===== src/rtl/core/nfkvt_pkg.sv =====
`default_nettype none

package nfkvt_pkg;

  // Table capacity and derived widths.
  localparam int ENTRIES = 255;
  localparam int ADDR_W  = (ENTRIES > 1) ? $clog2(ENTRIES) : 1;
  localparam int LEN_W   = $clog2(ENTRIES + 1);
  localparam int POS_W   = 8;
  localparam int WORD_W  = 32;
  localparam int ENTRY_W = 4 * WORD_W;

  typedef enum logic [2:0] {
    REQ_LOOKUP   = 3'd0,
    REQ_APPEND   = 3'd1,
    REQ_CLEAR    = 3'd2,
    REQ_TRUNCATE = 3'd3,
    REQ_READ     = 3'd4
  } req_code_t;

  typedef enum logic [1:0] {
    STAT_OK    = 2'd0,
    STAT_FULL  = 2'd1,
    STAT_RANGE = 2'd2
  } stat_t;

  typedef enum logic [1:0] {
    S_IDLE,
    S_SCAN,
    S_READ,
    S_DONE
  } fsm_t;

  typedef struct packed {
    logic                     found;
    logic [POS_W-1:0]         entry_position;
    logic signed [WORD_W-1:0] out_first;
    logic signed [WORD_W-1:0] out_second;
    logic signed [WORD_W-1:0] out_third;
    stat_t                    status;
  } res_t;

  // Result without entry values.
  function automatic res_t plain_res(logic [LEN_W-1:0] pos, stat_t st);
    res_t r;
    r.found          = 1'b0;
    r.entry_position = POS_W'(pos);
    r.out_first      = '0;
    r.out_second     = '0;
    r.out_third      = '0;
    r.status         = st;
    return r;
  endfunction

  // Result carrying the values of a stored entry.
  function automatic res_t entry_res(logic [LEN_W-1:0] pos, logic [ENTRY_W-1:0] ent);
    res_t r;
    r.found          = 1'b1;
    r.entry_position = POS_W'(pos);
    r.out_first      = ent[3*WORD_W-1:2*WORD_W];
    r.out_second     = ent[2*WORD_W-1:WORD_W];
    r.out_third      = ent[WORD_W-1:0];
    r.status         = STAT_OK;
    return r;
  endfunction

endpackage

`default_nettype wire


===== src/rtl/core/nfkvt_ifs.sv =====
`default_nettype none


interface nfkvt_rsp_if;
  logic               valid;
  logic               ready;
  logic               found;
  logic [7:0]         entry_position;
  logic signed [31:0] out_first;
  logic signed [31:0] out_second;
  logic signed [31:0] out_third;
  logic [1:0]         status;

  modport source (
    output valid, found, entry_position, out_first, out_second, out_third, status,
    input  ready
  );
  modport sink (
    input  valid, found, entry_position, out_first, out_second, out_third, status,
    output ready
  );
endinterface

`default_nettype wire


===== src/rtl/core/nfkvt_outreg.sv =====
`default_nettype none

// Output register: holds one response until the sink takes it.
module nfkvt_outreg import nfkvt_pkg::*; (
  input  wire logic clk,
  input  wire logic rst_n,
  input  wire logic res_valid,
  output logic      res_ready,
  input  res_t      res,
  nfkvt_rsp_if.source out_rsp
);

  logic valid_r, valid_nxt;
  res_t data_r, data_nxt;

  assign res_ready = !valid_r || out_rsp.ready;

  always_comb begin
    valid_nxt = valid_r;
    data_nxt  = data_r;
    if (res_ready) begin
      valid_nxt = res_valid;
      if (res_valid) begin
        data_nxt = res;
      end
    end
  end

  always_ff @(posedge clk) begin
    if (!rst_n) begin
      valid_r <= 1'b0;
    end else begin
      valid_r <= valid_nxt;
    end
  end

  always_ff @(posedge clk) begin
    data_r <= data_nxt;
  end

  assign out_rsp.valid          = valid_r;
  assign out_rsp.found          = data_r.found;
  assign out_rsp.entry_position = data_r.entry_position;
  assign out_rsp.out_first      = data_r.out_first;
  assign out_rsp.out_second     = data_r.out_second;
  assign out_rsp.out_third      = data_r.out_third;
  assign out_rsp.status         = data_r.status;

endmodule

`default_nettype wire


===== src/flat_wrapper.sv =====
// flat-port wrapper written by rule: the top's interface ports become plain ports
module nfkvt_outreg_flat import nfkvt_pkg::*;
  (clk, rst_n, res_valid, res_ready, res, out_rsp_valid, out_rsp_found, out_rsp_entry_position, out_rsp_out_first, out_rsp_out_second, out_rsp_out_third, out_rsp_status, out_rsp_ready);
  nfkvt_rsp_if out_rsp_i ();
  input  wire logic clk;
  input  wire logic rst_n;
  input  wire logic res_valid;
  output logic res_ready;
  input  res_t res;
  output wire logic [$bits(out_rsp_i.valid)-1:0] out_rsp_valid;
  output wire logic [$bits(out_rsp_i.found)-1:0] out_rsp_found;
  output wire logic [$bits(out_rsp_i.entry_position)-1:0] out_rsp_entry_position;
  output wire logic [$bits(out_rsp_i.out_first)-1:0] out_rsp_out_first;
  output wire logic [$bits(out_rsp_i.out_second)-1:0] out_rsp_out_second;
  output wire logic [$bits(out_rsp_i.out_third)-1:0] out_rsp_out_third;
  output wire logic [$bits(out_rsp_i.status)-1:0] out_rsp_status;
  input wire logic [$bits(out_rsp_i.ready)-1:0] out_rsp_ready;
  assign out_rsp_valid = out_rsp_i.valid;
  assign out_rsp_found = out_rsp_i.found;
  assign out_rsp_entry_position = out_rsp_i.entry_position;
  assign out_rsp_out_first = out_rsp_i.out_first;
  assign out_rsp_out_second = out_rsp_i.out_second;
  assign out_rsp_out_third = out_rsp_i.out_third;
  assign out_rsp_status = out_rsp_i.status;
  assign out_rsp_i.ready = out_rsp_ready;
  nfkvt_outreg u_core (.clk(clk), .rst_n(rst_n), .res_valid(res_valid), .res_ready(res_ready), .res(res), .out_rsp(out_rsp_i));
endmodule

===== config.mk =====
export PLATFORM = sky130hd
export DESIGN_NAME = nfkvt_outreg_flat
export DESIGN_NICKNAME = d
export VERILOG_FILES = /design/src/rtl/core/nfkvt_pkg.sv /design/src/rtl/core/nfkvt_ifs.sv /design/src/rtl/core/nfkvt_outreg.sv /design/src/flat_wrapper.sv
export SDC_FILE = /design/constraint.sdc
export NUM_CORES = 1
export LEC_CHECK = 0
export ABC_AREA = 0
export BUFFER_PORTS_ARGS = -buffer_cell sky130_fd_sc_hd__buf_2
export CORE_ASPECT_RATIO = 0.5
export CORE_MARGIN = 2
export CORE_UTILIZATION = 40
export CTS_CLUSTER_DIAMETER = 50
export DETAILED_ROUTE_END_ITERATION = 10
export PLACE_DENSITY = 0.8
export SYNTH_ARGS = -nofsm -noshare
export SYNTH_HDL_FRONTEND = slang
export SYNTH_SLANG_ARGS = --single-unit

===== constraint.sdc =====
create_clock -name clk -period 1.9 [get_ports clk]
set_input_delay 0.285 -clock clk [delete_from_list [all_inputs] [get_ports clk]]
set_output_delay 0.285 -clock clk [all_outputs]
set_load 0.01 [all_outputs]

# After elaboration in Yosys (flattened, before gate mapping)
# Index checks and enable logic that the tools add are counted.
# classes
n_reduce_logical	3
# ops
op	n
$reduce_and 2->1	1
$logic_not 1->1	1
$logic_or 1x1->1	1
# totals
ff_bits	108
output_inout_bits	109

# Logic depth before layout (Yosys ltp)
# Gate-level depths: netlist (run 1).
# logic_depth
depth_word	3
ltp_mapped	2

# Worst setup path before layout (run 1)
# Ideal clock, no wire load.
# synth_timing
kind	reg-to-reg
from	register u_core.valid_r (netlist: u_core.out_rsp.valid)
to	register u_core.data_r, in the netlist u_core.out_rsp.entry_position[0], enable pin
arrival_time_ns	1.284
required_ns	1.509
path_slack_ns	0.224
path_stages_with_launch	3
path_buffers	0
period_less_slack_ns	1.676
cell_sequence	dfxtp_1 -> nand2b_4 -> and2_4
# synth_via
elab_chain_cells	3
# synth_rtl
item	line	rtl
start: declaration	nfkvt_outreg.sv:13	logic valid_r, valid_nxt;
start signal: assignment	nfkvt_outreg.sv:33	valid_r <= valid_nxt;
$logic_not 1->1	nfkvt_outreg.sv:16	assign res_ready = !valid_r || out_rsp.ready;
$logic_or 1x1->1	nfkvt_outreg.sv:16	
named net res_ready	flat_wrapper.sv:8	output logic res_ready;
$reduce_and 2->1 (no line)	n/a	
end signal: assignment	nfkvt_outreg.sv:38	data_r <= data_nxt;
end: declaration	nfkvt_outreg.sv:14	res_t data_r, data_nxt;
# The timed path passes the listed nets, and every way through them passes these cells.
# A chain may end at the register's enable or synchronous reset.

# Worst setup path after layout (run 1)
# layout_timing
from	register u_core.valid_r (netlist: u_core.out_rsp.valid)
to	register u_core.data_r, in the netlist u_core.out_rsp.out_second[14], enable pin
# layout_via
elab_chain_cells	3
# layout_rtl
item	line
$logic_not 1->1	nfkvt_outreg.sv:16
$logic_or 1x1->1	nfkvt_outreg.sv:16
$reduce_and 2->1 (no line)	n/a
# Every way passes these cells.

==> results.sh, run 1 <==
export IMPL_status="finished clean"
export IMPL_hold_buffers=0
export IMPL_cellPowerDensity_nw_per_um2=1030
export IMPL_clk_root_buffer_cell="clkbuf_16"
export IMPL_antenna_found_initial=0
export IMPL_start_kind="flip-flop"
export IMPL_nFillCells=623
export IMPL_cp_end_kind="flip-flop"
export IMPL_fin_setup_tns_ns=0
export IMPL_postSynthAreaPerCell_sq_um=29.2
export IMPL_total_power_mw=4.97
export IMPL_routed_via_density=4.21
export IMPL_postLayoutCoreUtil=0.608
export IMPL_ioPinCount=220
export IMPL_max_vdd_ir_drop_uv=535
export IMPL_htreeDepth=3
export IMPL_cp_max_fo=39
export IMPL_avgRoutedWirePerCell_um=16.0
export IMPL_gp_congestion=0.748
export IMPL_crit_type="reg2reg"
export IMPL_layout_common_cells="buf_2, edfxtp_1, clkbuf_16, clkinv_1"
export IMPL_die_w_um=132
export IMPL_setup_viol=0
export IMPL_drtPass1Iterations=4
export IMPL_die_area_sq_um=8960
export IMPL_crit_family="simple AND/OR/NAND/NOR gates"
export IMPL_portBuffers=219
export IMPL_drive_gt1_frac=0.678
export IMPL_rows=23
export IMPL_via_count=1947
export IMPL_drv_cap=0
export IMPL_slew_violations=0
export IMPL_cp_slowest_cell="dfxtp_1"
export IMPL_rsz0062_at_grt="no"
export IMPL_p_leak_nw=2.09
export IMPL_clk_latency_ns=0.33
export IMPL_synth_seq_area_share=0.989
export IMPL_final_common_cell="buf_2"
export IMPL_start_util=0.410
export IMPL_place_hpwl_um=5720
export IMPL_p_sw_mw=1.00
export IMPL_hold_class="in2reg"
export IMPL_die_h_um=67.9
export IMPL_synth_area_leaders="edfxtp_1, dfxtp_1, nand2b_4"
export IMPL_clkPwrFrac=0.354
export IMPL_post_cts_buffers=0
export IMPL_cts_buffers=9
export IMPL_grt_pass1_vias=1912
export IMPL_cts_tree="built"
export IMPL_yosys_warnings=0
export IMPL_cp_buffers_inverters=1
export IMPL_pwr_share_comb=0.080
export IMPL_clock_fmax_mhz=755
export IMPL_finalCritPeriodShare=0.697
export IMPL_cp_cell_sequence="nand2b_4, and2_4, buf_12"
export IMPL_hold_viol=0
export IMPL_intPower_mw=3.97
export IMPL_critical_path_arrival_ns=1.35
export IMPL_synth_cells=112
export IMPL_seq_power_share=0.566
export IMPL_clockBufferDepth=2
export IMPL_cts_num_sinks=108
export IMPL_area_growth_pct=48.2
export IMPL_yosysTopAreaCell="edfxtp_1"
export IMPL_ant_nets=0
export IMPL_p_sw_frac=0.201
export IMPL_finClkSkew_ns=0.00397
export IMPL_remaining_drc_errors=0
export IMPL_track_usage=0.154
export IMPL_routed_wl_um=7420
export IMPL_syn_area_sq_um=3270
export IMPL_synth_cell_type_count=6
export IMPL_ys_seq_elements=108
export IMPL_dr_first_iter_drc_count=89
export IMPL_synth_top_area_frac=0.982
export IMPL_final_nets=457
export IMPL_n_antenna_cell=0
export IMPL_synth_nets=223
export IMPL_crit_path_max_incr_delay_ns=0.33
export IMPL_fin_crit_ns=1.32
export IMPL_grt_max_degree=40
export IMPL_grt_pass1_wl_um=9790
export IMPL_design_core_area_sq_um=7970
export IMPL_required_ns=1.93
export IMPL_worstMarginPinSlew_ns=0.283
export IMPL_grt_remaining_overflow=0
export IMPL_max_slew_margin=0.812
export IMPL_clk_pin_slew_ns=0.07
export IMPL_cts_resized=0
metal layers:
metal	track usage	vias to the layer above	routed length (um)
met3	0.0585	12	317
met2	0.295	59	4330
met1	0.155	954	2630
met4	0.0666	0	132
li1	-	922	-
met5	0	-	0
worst paths after layout:
kind | startpoint | endpoint | slack [ns] | cells after the start
setup / recovery | u_core.out_rsp.valid | u_core.out_rsp.out_second[14] | 0.58 | 3
hold / removal | res[103] | u_core.out_rsp.entry_position[5] | 0.12 | 1
setup reg to reg | u_core.out_rsp.valid | u_core.out_rsp.out_second[14] | 0.58 | 3
hold reg to reg | u_core.out_rsp.valid | u_core.out_rsp.valid | 0.50 | 2
synth_stat cells (all sizes together):
master    n
and2      1
nand2b    1
inv       1
dfxtp     1
edfxtp  107
a21boi    1
registers in the layout (all words and copies together), names as in the netlist:
name	cells
u_core.out_rsp.entry_position	8
u_core.out_rsp.found	1
u_core.out_rsp.status	2
u_core.out_rsp.out_second	32
u_core.out_rsp.out_first	32
u_core.out_rsp.valid	1
u_core.out_rsp.out_third	32
cell type report:
type                       instances  area, sq um  share of cell area
clock buffer                      10          229              0.0473
multi-input combinational          3         33.8             0.00697
timing repair buffer             223         1150               0.238
sequential                       108         3230               0.667
inverter                           1         3.75            0.000775
clock inverter                     6         55.1              0.0114
tap                              112          140              0.0289
power groups by stage:
| stage | Clock (mW) | Combinational (mW) | Sequential (mW) |
|---|---|---|---|
| final | 1.76 | 0.396 | 2.82 |
| after global routing | 1.90 | 0.424 | 2.83 |
| after CTS | 1.81 | 0.404 | 2.82 |
| after detailed placement | 0 | 0.403 | 2.87 |
| after global placement | 0 | 0.389 | 2.86 |
| after floorplan | 0 | 0.0474 | 2.95 |
through the flow:
stage	hold WS (ns)	std cells	setup WS, ns	cell area (sq um)
6_report	0.124	463	0.575	4850
4_1_cts	0.107	463	0.559	4850
5_1_grt	0.102	463	0.505	4850
3_3_place_gp	0.462	447	0.495	4560
3_5_place_dp	0.463	447	0.479	4560
2_1_floorplan	0.384	112	0.224	3270
kinds of logic (layout without fill, tap and decap cells):
| family | count (synthesis) | count (layout) | synth area share |
|---|---|---|---|
| DFF | 108 | 108 | 0.989 |
| AOI/OAI and AO/OA | 1 | 1 | 0.00344 |
| and+or+nand+nor | 2 | 2 | 0.00689 |
| buffers and inverters | 1 | 240 | 0.00115 |
Power figures use the tool's default switching activity.
==> run 2: changes to the inputs <==
==> constraint.sdc (replaced) <==
create_clock -name clk -period 1.25 [get_ports clk]
set_input_delay 0.1875 -clock clk [delete_from_list [all_inputs] [get_ports clk]]
set_output_delay 0.1875 -clock clk [all_outputs]
set_load 0.01 [all_outputs]
==> results.sh, run 2 (synthesis gave the netlist of run 1 again) <==
export IMPL_cp_end_kind="flip-flop"
export IMPL_fin_area_sq_um=4930
export IMPL_rows=23
export IMPL_design_core_area_sq_um=7970
export IMPL_dr_first_iter_drc_count=126
export IMPL_max_vdd_ir_drop_uv=730
export IMPL_clk_pin_slew_ns=0.07
export IMPL_cellPowerDensity_nw_per_um2=1600
export IMPL_total_power_mw=7.89
export IMPL_portBuffers=219
export IMPL_worstMarginPinSlew_ns=0.235
export IMPL_start_util=0.410
export IMPL_clock_fmax_mhz=843
export IMPL_ant_nets=0
export IMPL_hold_class="in2reg"
export IMPL_gp_congestion=0.736
export IMPL_required_ns=1.27
export IMPL_cp_max_fo=44
export IMPL_routed_via_density=4.21
export IMPL_cts_num_sinks=108
export IMPL_cts_resized=0
export IMPL_crit_type="reg2reg"
export IMPL_avgRoutedWirePerCell_um=15.9
export IMPL_finClkSkew_ns=0.00755
export IMPL_cp_cell_sequence="nand2b_4, and2_4, buf_12"
export IMPL_die_w_um=132
export IMPL_routed_wl_um=7440
export IMPL_fin_cells=468
export IMPL_cp_slowest_cell="dfxtp_2"
export IMPL_die_area_sq_um=8960
export IMPL_drive_gt1_frac=0.685
export IMPL_slew_violations=0
export IMPL_rsz0062_at_grt="no"
export IMPL_area_growth_pct=50.9
export IMPL_nFillCells=640
export IMPL_finalCritPeriodShare=0.949
export IMPL_critical_path_arrival_ns=1.21
export IMPL_crit_path_max_incr_delay_ns=0.33
export IMPL_hold_viol=0
export IMPL_clk_latency_ns=0.34
export IMPL_cts_buffers=9
export IMPL_setup_viol=0
export IMPL_remaining_drc_errors=0
export IMPL_max_slew_margin=0.843
export IMPL_cp_buffers_inverters=1
export IMPL_clockBufferDepth=2
export IMPL_crit_family="flip-flops"
export IMPL_die_h_um=67.9
export IMPL_status="finished clean"
export IMPL_final_nets=462
export IMPL_via_count=1970
export IMPL_grt_remaining_overflow=0
export IMPL_clk_root_buffer_cell="clkbuf_16"
export IMPL_cts_tree="built"
export IMPL_hold_depth=1
export IMPL_drtPass1Iterations=4
export IMPL_grt_pass1_vias=1878
export IMPL_antenna_found_initial=0
export IMPL_rr_worst_depth=3
export IMPL_drv_cap=0
export IMPL_final_common_cell="buf_2"
export IMPL_crit_cells=3
export IMPL_postLayoutCoreUtil=0.619
export IMPL_post_dp_cell_area_sq_um=4570
export IMPL_grt_max_degree=45
export IMPL_fin_setup_tns_ns=0
export IMPL_fin_crit_ns=1.19
export IMPL_p_leak_nw=2.13
export IMPL_dpl_cell_count=448
export IMPL_htreeDepth=3
export IMPL_track_usage=0.156
export IMPL_layout_common_cells="buf_2, edfxtp_1, clkbuf_16, dlygate4sd3_1, buf_4"
export IMPL_grt_pass1_wl_um=9980
export IMPL_ioPinCount=220
export IMPL_reg2reg_setup_slack_ns=0.06
export IMPL_place_hpwl_um=5760
export IMPL_n_antenna_cell=0
export IMPL_start_kind="flip-flop"
-- run 2: cell types whose count changed in the layout (fill, tap and decap cells not counted) --
cell           change
bufinv_16          +1
clkinvlp_4         +1
clkinv_1           -3
inv_6              +2
clkbuf_1           -1
dfxtp_2            +1
dfxtp_1            -1
dlygate4sd3_1      +4
buf_4              +1
-- run 2: worst paths after layout --
path / startpoint / to
setup / recovery: u_core.out_rsp.valid / u_core.out_rsp.out_third[22]
hold / removal: res[26] / u_core.out_rsp.out_third[24]
setup reg to reg: u_core.out_rsp.valid / u_core.out_rsp.out_third[22]
hold reg to reg: u_core.out_rsp.valid / u_core.out_rsp.valid
-- run 2: cell type report --
type | count | area [sq um] | share of cell area
flip-flops and latches | 108 | 3230 | 0.655
repair buffers | 228 | 1200 | 0.243
clock buffers | 9 | 225 | 0.0456
well taps | 112 | 140 | 0.0284
clock inverters | 7 | 98.8 | 0.0200
multi-input cells | 3 | 33.8 | 0.00685
inverters | 1 | 3.75 | 0.000761
-- run 2: power by group --
part	leakage [nW]	internal [mW]	switching [mW]
registers	1.04	4.23	0.0490
clock network	0.156	1.77	1.23
logic	0.932	0.288	0.325
-- run 2: through the flow --
stage / hold slack (ns) / setup WS [ns]
2_1_floorplan: 0.286 / -0.396
6_report: 0.0214 / 0.0633
3_3_place_gp: 0.364 / 0.0793
5_1_grt: 0.000377 / 0.0200
4_1_cts: 0.00693 / 0.0590
3_5_place_dp: 0.366 / 0.0664
-- run 2: metal layers --
metal	track usage	routed length, um
met1	0.166	2640
met2	0.307	4480
met3	0.0504	282
met4	0.0448	38
met5	0	0
-- run 2: timing repair --
item                                   in CTS  in global routing
endpoints found under the hold margin       0                  4
hold buffers                                0                  4
buffers inserted                            0                  0
