### src/rtl/core/nfkvt_pkg.sv
`default_nettype none

package nfkvt_pkg;

  // Table capacity and derived widths.
  localparam int ENTRIES = 255;
  localparam int ADDR_W  = (ENTRIES > 1) ? $clog2(ENTRIES) : 1;
  localparam int LEN_W   = $clog2(ENTRIES + 1);
  localparam int POS_W   = 8;
  localparam int WORD_W  = 32;
  localparam int ENTRY_W = 4 * WORD_W;

  typedef enum logic [2:0] {
    REQ_LOOKUP   = 3'd0,
    REQ_APPEND   = 3'd1,
    REQ_CLEAR    = 3'd2,
    REQ_TRUNCATE = 3'd3,
    REQ_READ     = 3'd4
  } req_code_t;

  typedef enum logic [1:0] {
    STAT_OK    = 2'd0,
    STAT_FULL  = 2'd1,
    STAT_RANGE = 2'd2
  } stat_t;

  typedef enum logic [1:0] {
    S_IDLE,
    S_SCAN,
    S_READ,
    S_DONE
  } fsm_t;

  typedef struct packed {
    logic                     found;
    logic [POS_W-1:0]         entry_position;
    logic signed [WORD_W-1:0] out_first;
    logic signed [WORD_W-1:0] out_second;
    logic signed [WORD_W-1:0] out_third;
    stat_t                    status;
  } res_t;

  // Result without entry values.
  function automatic res_t plain_res(logic [LEN_W-1:0] pos, stat_t st);
    res_t r;
    r.found          = 1'b0;
    r.entry_position = POS_W'(pos);
    r.out_first      = '0;
    r.out_second     = '0;
    r.out_third      = '0;
    r.status         = st;
    return r;
  endfunction

  // Result carrying the values of a stored entry.
  function automatic res_t entry_res(logic [LEN_W-1:0] pos, logic [ENTRY_W-1:0] ent);
    res_t r;
    r.found          = 1'b1;
    r.entry_position = POS_W'(pos);
    r.out_first      = ent[3*WORD_W-1:2*WORD_W];
    r.out_second     = ent[2*WORD_W-1:WORD_W];
    r.out_third      = ent[WORD_W-1:0];
    r.status         = STAT_OK;
    return r;
  endfunction

endpackage

`default_nettype wire

### src/rtl/core/nfkvt_ifs.sv
`default_nettype none

interface nfkvt_req_if;
  logic               valid;
  logic               ready;
  logic [2:0]         req_type;
  logic signed [31:0] key;
  logic signed [31:0] first_value;
  logic signed [31:0] second_value;
  logic signed [31:0] third_value;
  logic [7:0]         position;

  modport source (
    output valid, req_type, key, first_value, second_value, third_value, position,
    input  ready
  );
  modport sink (
    input  valid, req_type, key, first_value, second_value, third_value, position,
    output ready
  );
endinterface


`default_nettype wire

### src/rtl/core/nfkvt_ctrl.sv
`default_nettype none

// Request sequencer: owns the table length, drives the entry RAM and
// walks it newest first for a lookup.
module nfkvt_ctrl import nfkvt_pkg::*; (
  input  wire logic               clk,
  input  wire logic               rst_n,
  nfkvt_req_if.sink               in_req,
  output logic                    wr_en,
  output logic [ADDR_W-1:0]       wr_addr,
  output logic [ENTRY_W-1:0]      wr_data,
  output logic                    rd_en,
  output logic [ADDR_W-1:0]       rd_addr,
  input  wire logic [ENTRY_W-1:0] rd_data,
  output logic                    res_valid,
  input  wire logic               res_ready,
  output res_t                    res
);

  fsm_t              state_r, state_nxt;
  logic [LEN_W-1:0]  len_r, len_nxt;
  logic [LEN_W-1:0]  scan_r, scan_nxt;
  logic [WORD_W-1:0] key_r, key_nxt;
  res_t              res_r, res_nxt;

  logic             fire;
  req_code_t        code;
  logic [LEN_W-1:0] pos_in;
  logic             pos_over;
  logic             read_ok;
  logic             key_hit;
  logic             scan_last;

  assign in_req.ready = (state_r == S_IDLE);
  assign fire         = in_req.valid && in_req.ready;
  assign code         = req_code_t'(in_req.req_type);
  assign pos_in       = LEN_W'(in_req.position);
  assign pos_over     = pos_in > len_r;
  assign read_ok      = (pos_in != '0) && !pos_over;
  assign key_hit      = rd_data[ENTRY_W-1:3*WORD_W] == key_r;
  assign scan_last    = scan_r == LEN_W'(1);

  assign res_valid = (state_r == S_DONE);
  assign res       = res_r;

  always_comb begin
    state_nxt = state_r;
    case (state_r)
      S_IDLE: begin
        if (fire) begin
          if (code == REQ_LOOKUP && len_r != '0) begin
            state_nxt = S_SCAN;
          end else if (code == REQ_READ && read_ok) begin
            state_nxt = S_READ;
          end else begin
            state_nxt = S_DONE;
          end
        end
      end
      S_SCAN: begin
        if (key_hit || scan_last) begin
          state_nxt = S_DONE;
        end
      end
      S_READ: begin
        state_nxt = S_DONE;
      end
      S_DONE: begin
        if (res_ready) begin
          state_nxt = S_IDLE;
        end
      end
      default: begin
        state_nxt = S_IDLE;
      end
    endcase
  end

  always_comb begin
    wr_en    = 1'b0;
    wr_addr  = ADDR_W'(len_r);
    wr_data  = {in_req.key, in_req.first_value, in_req.second_value, in_req.third_value};
    rd_en    = 1'b0;
    rd_addr  = '0;
    len_nxt  = len_r;
    scan_nxt = scan_r;
    key_nxt  = key_r;
    res_nxt  = res_r;
    case (state_r)
      S_IDLE: begin
        if (fire) begin
          key_nxt = in_req.key;
          case (code)
            REQ_LOOKUP: begin
              res_nxt  = plain_res('0, STAT_OK);
              rd_en    = len_r != '0;
              rd_addr  = ADDR_W'(len_r - 1'b1);
              scan_nxt = len_r;
            end
            REQ_APPEND: begin
              if (len_r >= LEN_W'(ENTRIES)) begin
                res_nxt = plain_res(len_r, STAT_FULL);
              end else begin
                wr_en   = 1'b1;
                len_nxt = LEN_W'(len_r + 1'b1);
                res_nxt = plain_res(LEN_W'(len_r + 1'b1), STAT_OK);
              end
            end
            REQ_CLEAR: begin
              len_nxt = '0;
              res_nxt = plain_res('0, STAT_OK);
            end
            REQ_TRUNCATE: begin
              if (pos_over) begin
                res_nxt = plain_res(len_r, STAT_RANGE);
              end else begin
                len_nxt = pos_in;
                res_nxt = plain_res(pos_in, STAT_OK);
              end
            end
            REQ_READ: begin
              res_nxt = plain_res(len_r, read_ok ? STAT_OK : STAT_RANGE);
              rd_en   = read_ok;
              rd_addr = ADDR_W'(pos_in - 1'b1);
            end
            default: begin
              res_nxt = plain_res(len_r, STAT_OK);
            end
          endcase
        end
      end
      S_SCAN: begin
        // rd_data holds the entry at position scan_r.
        if (key_hit) begin
          res_nxt = entry_res(scan_r, rd_data);
        end else if (!scan_last) begin
          rd_en    = 1'b1;
          rd_addr  = ADDR_W'(scan_r - 2'd2);
          scan_nxt = LEN_W'(scan_r - 1'b1);
        end
      end
      S_READ: begin
        res_nxt = entry_res(len_r, rd_data);
      end
      default: begin
      end
    endcase
  end

  always_ff @(posedge clk) begin
    if (!rst_n) begin
      state_r <= S_IDLE;
      len_r   <= '0;
    end else begin
      state_r <= state_nxt;
      len_r   <= len_nxt;
    end
  end

  always_ff @(posedge clk) begin
    scan_r <= scan_nxt;
    key_r  <= key_nxt;
    res_r  <= res_nxt;
  end

endmodule

`default_nettype wire

### src/flat_wrapper.sv
// flat-port wrapper written by rule: the top's interface ports become plain ports
module nfkvt_ctrl_flat import nfkvt_pkg::*;
  (clk, rst_n, wr_en, wr_addr, wr_data, rd_en, rd_addr, rd_data, res_valid, res_ready, res, in_req_valid, in_req_req_type, in_req_key, in_req_first_value, in_req_second_value, in_req_third_value, in_req_position, in_req_ready);
  nfkvt_req_if in_req_i ();
  input  wire logic clk;
  input  wire logic rst_n;
  output logic wr_en;
  output logic [ADDR_W-1:0] wr_addr;
  output logic [ENTRY_W-1:0] wr_data;
  output logic rd_en;
  output logic [ADDR_W-1:0] rd_addr;
  input  wire logic [ENTRY_W-1:0] rd_data;
  output logic res_valid;
  input  wire logic res_ready;
  output res_t res;
  input wire logic [$bits(in_req_i.valid)-1:0] in_req_valid;
  input wire logic [$bits(in_req_i.req_type)-1:0] in_req_req_type;
  input wire logic [$bits(in_req_i.key)-1:0] in_req_key;
  input wire logic [$bits(in_req_i.first_value)-1:0] in_req_first_value;
  input wire logic [$bits(in_req_i.second_value)-1:0] in_req_second_value;
  input wire logic [$bits(in_req_i.third_value)-1:0] in_req_third_value;
  input wire logic [$bits(in_req_i.position)-1:0] in_req_position;
  output wire logic [$bits(in_req_i.ready)-1:0] in_req_ready;
  assign in_req_i.valid = in_req_valid;
  assign in_req_i.req_type = in_req_req_type;
  assign in_req_i.key = in_req_key;
  assign in_req_i.first_value = in_req_first_value;
  assign in_req_i.second_value = in_req_second_value;
  assign in_req_i.third_value = in_req_third_value;
  assign in_req_i.position = in_req_position;
  assign in_req_ready = in_req_i.ready;
  nfkvt_ctrl u_core (.clk(clk), .rst_n(rst_n), .in_req(in_req_i), .wr_en(wr_en), .wr_addr(wr_addr), .wr_data(wr_data), .rd_en(rd_en), .rd_addr(rd_addr), .rd_data(rd_data), .res_valid(res_valid), .res_ready(res_ready), .res(res));
endmodule
### config.mk
export PLATFORM = sky130hd
export DESIGN_NAME = nfkvt_ctrl_flat
export DESIGN_NICKNAME = d
export VERILOG_FILES = /design/src/rtl/core/nfkvt_pkg.sv /design/src/rtl/core/nfkvt_ifs.sv /design/src/rtl/core/nfkvt_ctrl.sv /design/src/flat_wrapper.sv
export SDC_FILE = /design/constraint.sdc
export NUM_CORES = 1
export LEC_CHECK = 0
export ABC_AREA = 1
export BUFFER_PORTS_ARGS = -buffer_cell sky130_fd_sc_hd__buf_4
export CORE_AREA = 3 3 206 208
export DETAILED_ROUTE_END_ITERATION = 7
export DIE_AREA = 0 0 209 211
export GPL_ROUTABILITY_DRIVEN = 0
export GPL_TIMING_DRIVEN = 0
export HOLD_SLACK_MARGIN = 0.02
export PLACE_DENSITY = 0.56
export SYNTH_ARGS = -nofsm -noshare
export SYNTH_HDL_FRONTEND = slang
export SYNTH_SLANG_ARGS = --single-unit
### constraint.sdc
create_clock -name clk -period 10.8 [get_ports clk]
set_input_delay 1.62 -clock clk [delete_from_list [all_inputs] [get_ports clk]]
set_output_delay 1.62 -clock clk [all_outputs]
set_load 0.01 [all_outputs]
# Yosys cells after proc, flatten, opt, wreduce, memory -nomap -nowiden
# Cells that the tools add are included.
# word_totals
reg_bits,157
latch_bits,0
mem_bits_rw,0
rom_bits,0
inputBits,271
out_inout_bits,255
elab_cells,89
mem_count,0
# classes
add_sub_neg,5
mul,0
div,0
magnitude_cmp,2
n_eq_ne,18
shift,0
n_mux,35
bitwise,0
n_reduce_logical,19
# ops
cell,count
one-hot mux 107 bit (4 select lines),1
one-hot mux 107 bit (3 select lines),1
two-way mux 107 bit,2
two-way mux 106 bit,2
two-way mux 8 bit,9
one-hot mux 8 bit (2 select lines),3
== test 32 bit,1
one-hot mux 8 bit (3 select lines),1
subtractor 8 x 1 -> 8 bit (second input constant),3
nonzero test 8 bit,2
inequality test 2 bit (second input constant),6
two-way mux 2 bit,5
AND reduction 5 bit,2
adder 8 x 1 -> 8 bit (second input constant),1
== test 8 x 1 -> 1 bit (second input constant),1
greater-or-equal comparator 8 bit (second input constant),1
greater-than comparator 8 bit,1
two-way mux 1 bit,8
one-hot mux 2 bit (4 select lines),1
subtractor 8 x 2 -> 8 bit (second input constant),1
== test 3 x 2 -> 1 bit (second input constant),2
inequality test 2 x 1 -> 1 bit (second input constant),3
AND reduction 3 bit,2
nonzero test 3 bit,2
13 further kinds,18

# Longest topological paths before layout
# Gate-level depths: netlist (run 1).
# depth
word_depth,8
ltp_mapped,15
ltp_nobuf,14

# Worst setup path before layout (run 1)
# OpenSTA, ideal clock, no wires.
# synth_timing
path_type,input to register
start,input port rd_data[100]
end,"register u_core.res_r (netlist bit u_core.res[0]), enable pin"
setup_ns,0.609
arrival_time_ns,7.274
t_required_ns,10.191
path_slack_ns,2.917
path_stages,7
n_path_buf,0
cell_sequence,xnor2_1 nand2_1 nor2_1 nand2_1 nor2_1 nand2_1 a21oi_1
# synth_via
elab_chain_cells,3
# synth_lines
element,line,rtl
start: declaration,flat_wrapper.sv:12,input wire logic [ENTRY_W-1:0] rd_data;
== test 32 bit,nfkvt_ctrl.sv:40,assign key_hit = rd_data[ENTRY_W-1:3*WORD_W] == key_r;
inequality test 2 x 1 -> 1 bit (no line),--,
AND reduction 3 bit (no line),--,
end signal: assignment,nfkvt_ctrl.sv:163,res_r <= res_nxt;
end: declaration,nfkvt_ctrl.sv:24,"res_t res_r, res_nxt;"
# Every way passes these cells.
# A chain may end at the register's enable or synchronous reset.

# Worst setup path after layout (run 1)
# layout_timing
start,input port in_req_req_type[1]
end,output port rd_addr[6]
# layout_via
elab_chain_cells,4
word_cells_on_any_way,5
cone_classes,eq/ne: 1; mux: 3; reduce/logical: 1
# layout_lines
element,line,rtl
start: declaration,flat_wrapper.sv:17,input wire logic [$bits(in_req_i.req_type)-1:0] in_req_req_type;
== test 3 bit / zero test 3 bit (equally long branches),nfkvt_ctrl.sv:93,case (code)
one-hot mux 8 bit (2 select lines) *,nfkvt_ctrl.sv:93,
two-way mux 8 bit *,nfkvt_ctrl.sv:91,if (fire) begin
one-hot mux 8 bit (2 select lines) *,nfkvt_ctrl.sv:89,case (state_r)
end: declaration,flat_wrapper.sv:11,output logic [ADDR_W-1:0] rd_addr;
# Every way passes the cells marked *; elsewhere a longest branch is shown, timed or not.

==> results by group, run 1 <==
Detailed routing
  – Post-route DRC: 0
  – Final wirelength: 30200 µm
  – Routed via count: 7842
  – Vias per std cell: 3.95
  – Drt pass-1 iters: 5
  – Routed Antenna Nets: 0
  – Initial DRC Count: 472
  – Drt wl/cell: 15.2 µm

Yosys
  – Number of flops mapped to enable cells by yosys: 147
  – Mapped Cells: 985
  – Post-synth ARST share: 0%
  – Main flop type after synthesis: edfxtp_1
  – Yosys top cell area share: 49.8%
  – Area contributors post-synth: edfxtp_1 50%, buf_4 11%, inv_1 7.1%
  – Synth warn: 0
  – Syn nets: 1276
  – Synthesis-stage register bit count: 157
  – Synthesized area per cell: 9.00 µm²
  – Sequential fraction of the synthesis area: 52.0%
  – Library cells used by synthesis: 35
  – Syn Std Cell Area: 0.00887 mm²
  – Most frequent cell after synthesis: inv_1
  – Commonest cells post-synth: 167 x inv_1, 163 x nand2_1, 147 x edfxtp_1, 147 x nor2_1, 130 x buf_4
  – Area leader, netlist: edfxtp_1

Floorplanning
  – Die W: 209 µm
  – Row count: 74
  – Die ar.: 0.0441 mm²
  – Total I/O pin count: 526
  – Die height: 211 µm
  – Starting Density: 21.8%
  – Core Footprint: 0.0407 mm²

Global routing
  – Gr ovfl total: 0
  – First-pass GRT wire length: 43500 µm
  – Vias in the first global route: 7714
  – Antenna violations before repair: 1
  – Pin count of the biggest net entering global routing: 34
  – GRT Util Overall: 13.0%

Setup path
  – Worst Path Required: 9180 ps
  – Critical path origin: in_req_req_type[1]
  – Worst R2R Start: u_core.state_r[1]$_SDFFE_PN0P_
  – CP Max Fanout: 10
  – Startpoint Class: input port
  – Setup CP Type: in -> out
  – CP Data Arrival Time: 3430 ps
  – Critical path endpoint category: output port

Placed design
  – Detailed-placement wirelength estimate: 24600 µm
  – I/O Buffers: 428
  – Pre-CTS setup slack: 5770 ps

Timing
  – RSZ-0062 raised after global routing: false
  – Skew final: 9.39 ps
  – Peak Freq: 0.198 GHz
  – Max-slew violations: 0
  – Post-Route Setup TNS: 0 ps
  – Final Cycle Share: 46.8%
  – Setup-failing EPs final: 0
  – Slew margin rel.: 42.8%
  – Min Clock Period, post-route: 5050 ps
  – Setup ws final: 5750 ps
  – Final Hold Viols: 0
  – Worst-margin pin slew: 853 ps

Power
  – Power, Total: 2.97 mW
  – Pwr Density: 220 mW/mm²
  – Leakage: 6.73 nW
  – Worst IR drop on VDD: 95.4 µV

Layout
  – Fillers: 4228
  – Layout cells sized above 1: 43.2%
  – Nets@finish: 1728
  – Area delta synth->final: 52.3%

Clock network
  – Deepest clock path buffer count: 2
  – PostCTS Resize Cnt: 0
  – Clock latency on the worst-skew pair: 450 ps
  – Root Buffer: clkbuf_16
  – CTS H-tree lvls: 4
  – Clock sinks: 157
  – Worst-path clk slew: 70 ps
  – Hold_buf cts: 0
  – CTS tree: done
  – CTS buffer count: 17
  – Post-CTS setup buffers: 0

Run status
  – Run status: finished clean

Job
  – Max capacitance violation total: 0

Worst hold path
  – Hold path start: u_core.wr_addr[6]$_SDFFE_PN0P_
  – HP Class: reg -> reg
-- sequential cells by signal (all words and copies together) (netlist names) --
| register | cells |
|---|---|
| u_core.key_r | 32 |
| u_core.wr_addr | 8 |
| u_core.res | 107 |
| u_core.scan_r | 8 |
| u_core.state_r | 2 |
-- critical path, stage by stage --
cell and delay [ps]:
buf_4 130, nor2_4 240, nand2_2 90, buf_6 160, nand2_1 70, o21ai_2 80, inv_2 70, ha_1 170
nand2_1 70, nor2_2 150, nand2_1 80, xnor2_1 140, o22ai_1 190, buf_4 170
-- per-layer routing --
| metal | share of wire [%] | wire [µm] | up-vias | GRT usage (%) |
|---|---|---|---|---|
| met3 | 8.7 | 2620 | 36 | 3.74 |
| li1 | - | - | 3888 | - |
| met5 | 0 | 0 | - | 0 |
| met1 | 39 | 11700 | 3512 | 15.0 |
| met2 | 50 | 15200 | 406 | 22.6 |
| met4 | 2.2 | 670 | 0 | 5.33 |
-- cells by family (layout without fill, tap and decap cells) --
group	Yosys count	count (layout)	synth area share [%]
compound gates	98	98	6.38
xor+xnor	34	34	3.36
fa+ha+maj	20	20	2.82
buf+inv	328	793	19.6
flops	157	157	52.0
other cells	0	1	0
simple gates	348	348	15.8
-- path summary, 6_finish.rpt --
path | end | cells past startpoint | slack, ps
min reg2reg | u_core.wr_addr[6]$_SDFFE_PN0P_ | 2 | 600
max reg2reg | u_core.res[59]$_DFFE_PP_ | 9 | 7700
max | rd_addr[6] | 14 | 5750
min | u_core.wr_addr[6]$_SDFFE_PN0P_ | 2 | 600
-- final cells by class --
type                            count  area [µm²]  area share, %
Clock inverter                     14         185           1.37
Antenna cell                        1        2.50         0.0185
Multi-Input combinational cell    500        2530           18.7
Sequential cell                   157        4610           34.2
Timing Repair Buffer              433        3340           24.8
Tap cell                          532         666           4.93
Clock buffer                       18         429           3.18
Inverter                          177         664           4.92
Buffer                            151        1080           7.97
-- layout by cell type (no fill, tap or decap), types with 3 or more instances in the layout --
| cell type | n |
|---|---|
| nand2_1 | 163 |
| buf_4 | 558 |
| o21ai_1 | 10 |
| edfxtp_1 | 147 |
| inv_8 | 3 |
| bufinv_16 | 3 |
| nor2_4 | 3 |
| clkbuf_1 | 11 |
| dfxtp_1 | 10 |
| buf_16 | 4 |
| o21ai_2 | 4 |
| nor4_1 | 3 |
| xor2_1 | 8 |
| a21oi_1 | 17 |
| nand3_1 | 18 |
| nor3_1 | 3 |
| nand4_1 | 3 |
| o22ai_1 | 16 |
| xnor2_1 | 26 |
| inv_2 | 10 |
| clkinvlp_4 | 3 |
| clkbuf_16 | 17 |
| buf_2 | 5 |
| o21ai_0 | 42 |
| ha_1 | 20 |
| buf_1 | 4 |
| inv_1 | 166 |
| nor2_1 | 147 |
-- report_power, final --
| group | total (mW) | switching [mW] | internal (mW) | leakage, nW |
|---|---|---|---|---|
| Sequential | 1.10 | 0.0917 | 1.01 | 1.57 |
| Clock | 0.634 | 0.265 | 0.369 | 0.291 |
| Combinational | 1.23 | 0.697 | 0.537 | 4.87 |
-- per-stage QoR --
stage	hold slack [ps]	area (µm²)	instances	utilization [%]
2_1_floorplan	552	8870	985	-
3_3_place_gp	582	12700	1945	31.3
3_5_place_dp	589	12900	1949	31.6
4_1_cts	602	13500	1981	33.1
5_1_grt	628	13500	1983	33.2
6_report	597	13500	1983	33.2
(Power assumes the default switching activity.)
==> run 2, diff against run 1 <==
Clock period 10.8 ns to 5.2 ns, I/O delays scaled along.
==> run 2 against run 1 <==
Net effect: sequential power is 110% higher; cell count hardly changed; sequential cell count stayed put; hold slack worse by 79 ps; critical path depth is 1 lower; clock power is 88% higher; setup slack worse by 4100 ps; non-clock buffer count stayed put; power is 100% higher; routed wire length is 1.2% higher; critical endpoint is now rd_en.
==> results by group, run 2 (same netlist as run 1, synthesis figures left out) <==
Setup path
  – CP Max Fanout: 10
  – Critical path endpoint category: output port
  – Slowest stage delay, CP: 550 ps
  – Worst R2R Start: u_core.state_r[1]$_SDFFE_PN0P_
  – CP delay by family, top: buffers and inverters
  – Worst Path Required: 4420 ps
  – CP Data Arrival Time: 2820 ps
  – Bufs and invs on worst path: 3
  – Startpoint Class: flop
  – Most frequent CP cell: nand2_1
  – Critical path origin: u_core.wr_addr[1]$_SDFFE_PN0P_
  – FF-to-FF setup slack: 2540 ps
  – Worst-path cell chain: inv_1 > ha_1 > a21oi_1 > o21ai_0 > nand2_1 > nand2_1 > nand2_1 > buf_2 > nand2_1 > nor2_1 > o21ai_0 > nand2_1 > buf_4
  – Max stage delay cell, worst path: dfxtp_1
  – Setup CP Type: reg -> out

Global routing
  – Gr ovfl total: 0
  – Pin count of the biggest net entering global routing: 34
  – GRT Util Overall: 13.2%
  – Antenna violations before repair: 1
  – First-pass GRT wire length: 43900 µm
  – Vias in the first global route: 7675

Timing
  – Final Cycle Share: 69.2%
  – Peak Freq: 0.278 GHz
  – Min Clock Period, post-route: 3600 ps
  – Max-slew violations: 0
  – Final Hold Viols: 0
  – Slew margin rel.: 40.9%
  – Worst-margin pin slew: 886 ps
  – Setup ws final: 1600 ps
  – Skew final: 8.56 ps
  – RSZ-0062 raised after global routing: false
  – Setup-failing EPs final: 0

Detailed routing
  – Routed via count: 7859
  – Vias per std cell: 3.97
  – Routed Antenna Nets: 0
  – Drt wl/cell: 15.4 µm
  – Final wirelength: 30500 µm
  – Drt pass-1 iters: 5
  – Post-route DRC: 0
  – Initial DRC Count: 437

Layout
  – Nets@finish: 1728
  – Most frequent cells in the layout: 558 x buf_4, 166 x inv_1, 163 x nand2_1
  – Ant. Diodes: 0
  – Fillers: 4251
  – Most common cell after layout, fill and taps aside: buf_4
  – Layout cells sized above 1: 43.3%
  – Area delta synth->final: 51.2%
  – Register cell area after layout: 0.00461 mm²
  – Largest register FFs: 107
  – Area of the multi-input gates: 0.00253 mm²

Power
  – Leakage: 6.70 nW
  – Psw: 2.19 mW
  – Worst IR drop on VDD: 196 µV
  – P_int: 3.81 mW
  – Combinational Power Share: 42.1%
  – Clock Power Share: 19.9%
  – Sequential share of power: 38.0%
  – Sw frac: 36.5%
  – Pwr Density: 448 mW/mm²
  – Power, Total: 6.01 mW

Run status
  – Run status: finished clean

Placed design
  – Pre-CTS setup slack: 1670 ps
  – Detailed-placement wirelength estimate: 24900 µm
  – I/O Buffers: 428

Clock network
  – Root Buffer: clkbuf_16
  – Worst-path clk slew: 70 ps
  – Clock latency on the worst-skew pair: 450 ps
  – Clock sinks: 157
  – Hold_buf cts: 0
  – PostCTS Resize Cnt: 0
  – Deepest clock path buffer count: 2
  – Post-CTS setup buffers: 0
  – CTS buffer count: 17
  – CTS H-tree lvls: 4
  – CTS tree: done

Floorplanning
  – Die height: 211 µm
  – Total I/O pin count: 526
  – Core Footprint: 0.0407 mm²
  – Starting Density: 21.8%
  – Row count: 74
  – Die W: 209 µm
  – Die ar.: 0.0441 mm²

Job
  – Max capacitance violation total: 0

Worst hold path
  – Hold path start: in_req_key[23]
  – HP Class: in -> reg
-- run 2: cell types whose count changed in the layout (fill, tap and decap cells not counted), sizes merged --
cell / delta
inv: +3
diode: -1
clkinv: +2
clkinvlp: -2
bufinv: -3
-- run 2: metrics by stage --
stage / setup TNS (ps) / instance area, µm² / utilization [%] / cells / hold WS [ps]
after floorplan: 0 / 8870 / - / 985 / 552
after global placement: -186740 / 12800 / 31.3 / 1945 / 576
after detailed placement: 0 / 12800 / 31.5 / 1949 / 572
after CTS: 0 / 13400 / 32.9 / 1981 / 475
after global routing: 0 / 13400 / 32.9 / 1982 / 478
final: 0 / 13400 / 32.9 / 1982 / 518
-- run 2: final timing paths --
path	end	cells past startpoint
worst min register to register	u_core.wr_addr[6]$_SDFFE_PN0P_	2
worst max register to register	u_core.scan_r[6]$_DFFE_PP_	6
worst max-delay path	rd_en	13
worst min-delay path	u_core.key_r[23]$_DFFE_PP_	1
-- run 2: worst reg2reg max path, delay by kind of cell, from the launching register on --
| kind | cells | cell delay, ps |
|---|---|---|
| buf+inv | 3 | 940 |
| compound gates | 2 | 810 |
| flops | 1 | 330 |
| fa+ha+maj | 1 | 220 |
-- run 2: layout make-up --
class / instances / share of cell area, %
Clock inverter: 14 / 0.924
Clock buffer: 18 / 3.20
Tap cell: 532 / 4.96
Timing Repair Buffer: 433 / 24.7
Sequential cell: 157 / 34.4
Multi-Input combinational cell: 500 / 18.8
Inverter: 177 / 4.95
Buffer: 151 / 8.02
-- run 2: per-layer routing --
layer / GRT usage (%) / vias to the layer above / part of all wire, %
met4: 4.90 / 2 / 2.0
met5: 0 / - / 0.043
met1: 14.6 / 3530 / 37
met3: 4.17 / 37 / 8.4
met2: 23.7 / 404 / 52
li1: - / 3886 / -
-- run 2: power by group through the flow --
stage / Sequential [mW] / Combinational, mW / Clock [mW]
2_1_floorplan: 2.55 / 0.984 / 0
5_1_grt: 2.34 / 2.77 / 1.30
6_report: 2.28 / 2.53 / 1.19
4_1_cts: 2.29 / 2.58 / 1.25
3_5_place_dp: 2.32 / 2.57 / 0
3_3_place_gp: 2.38 / 2.45 / 0
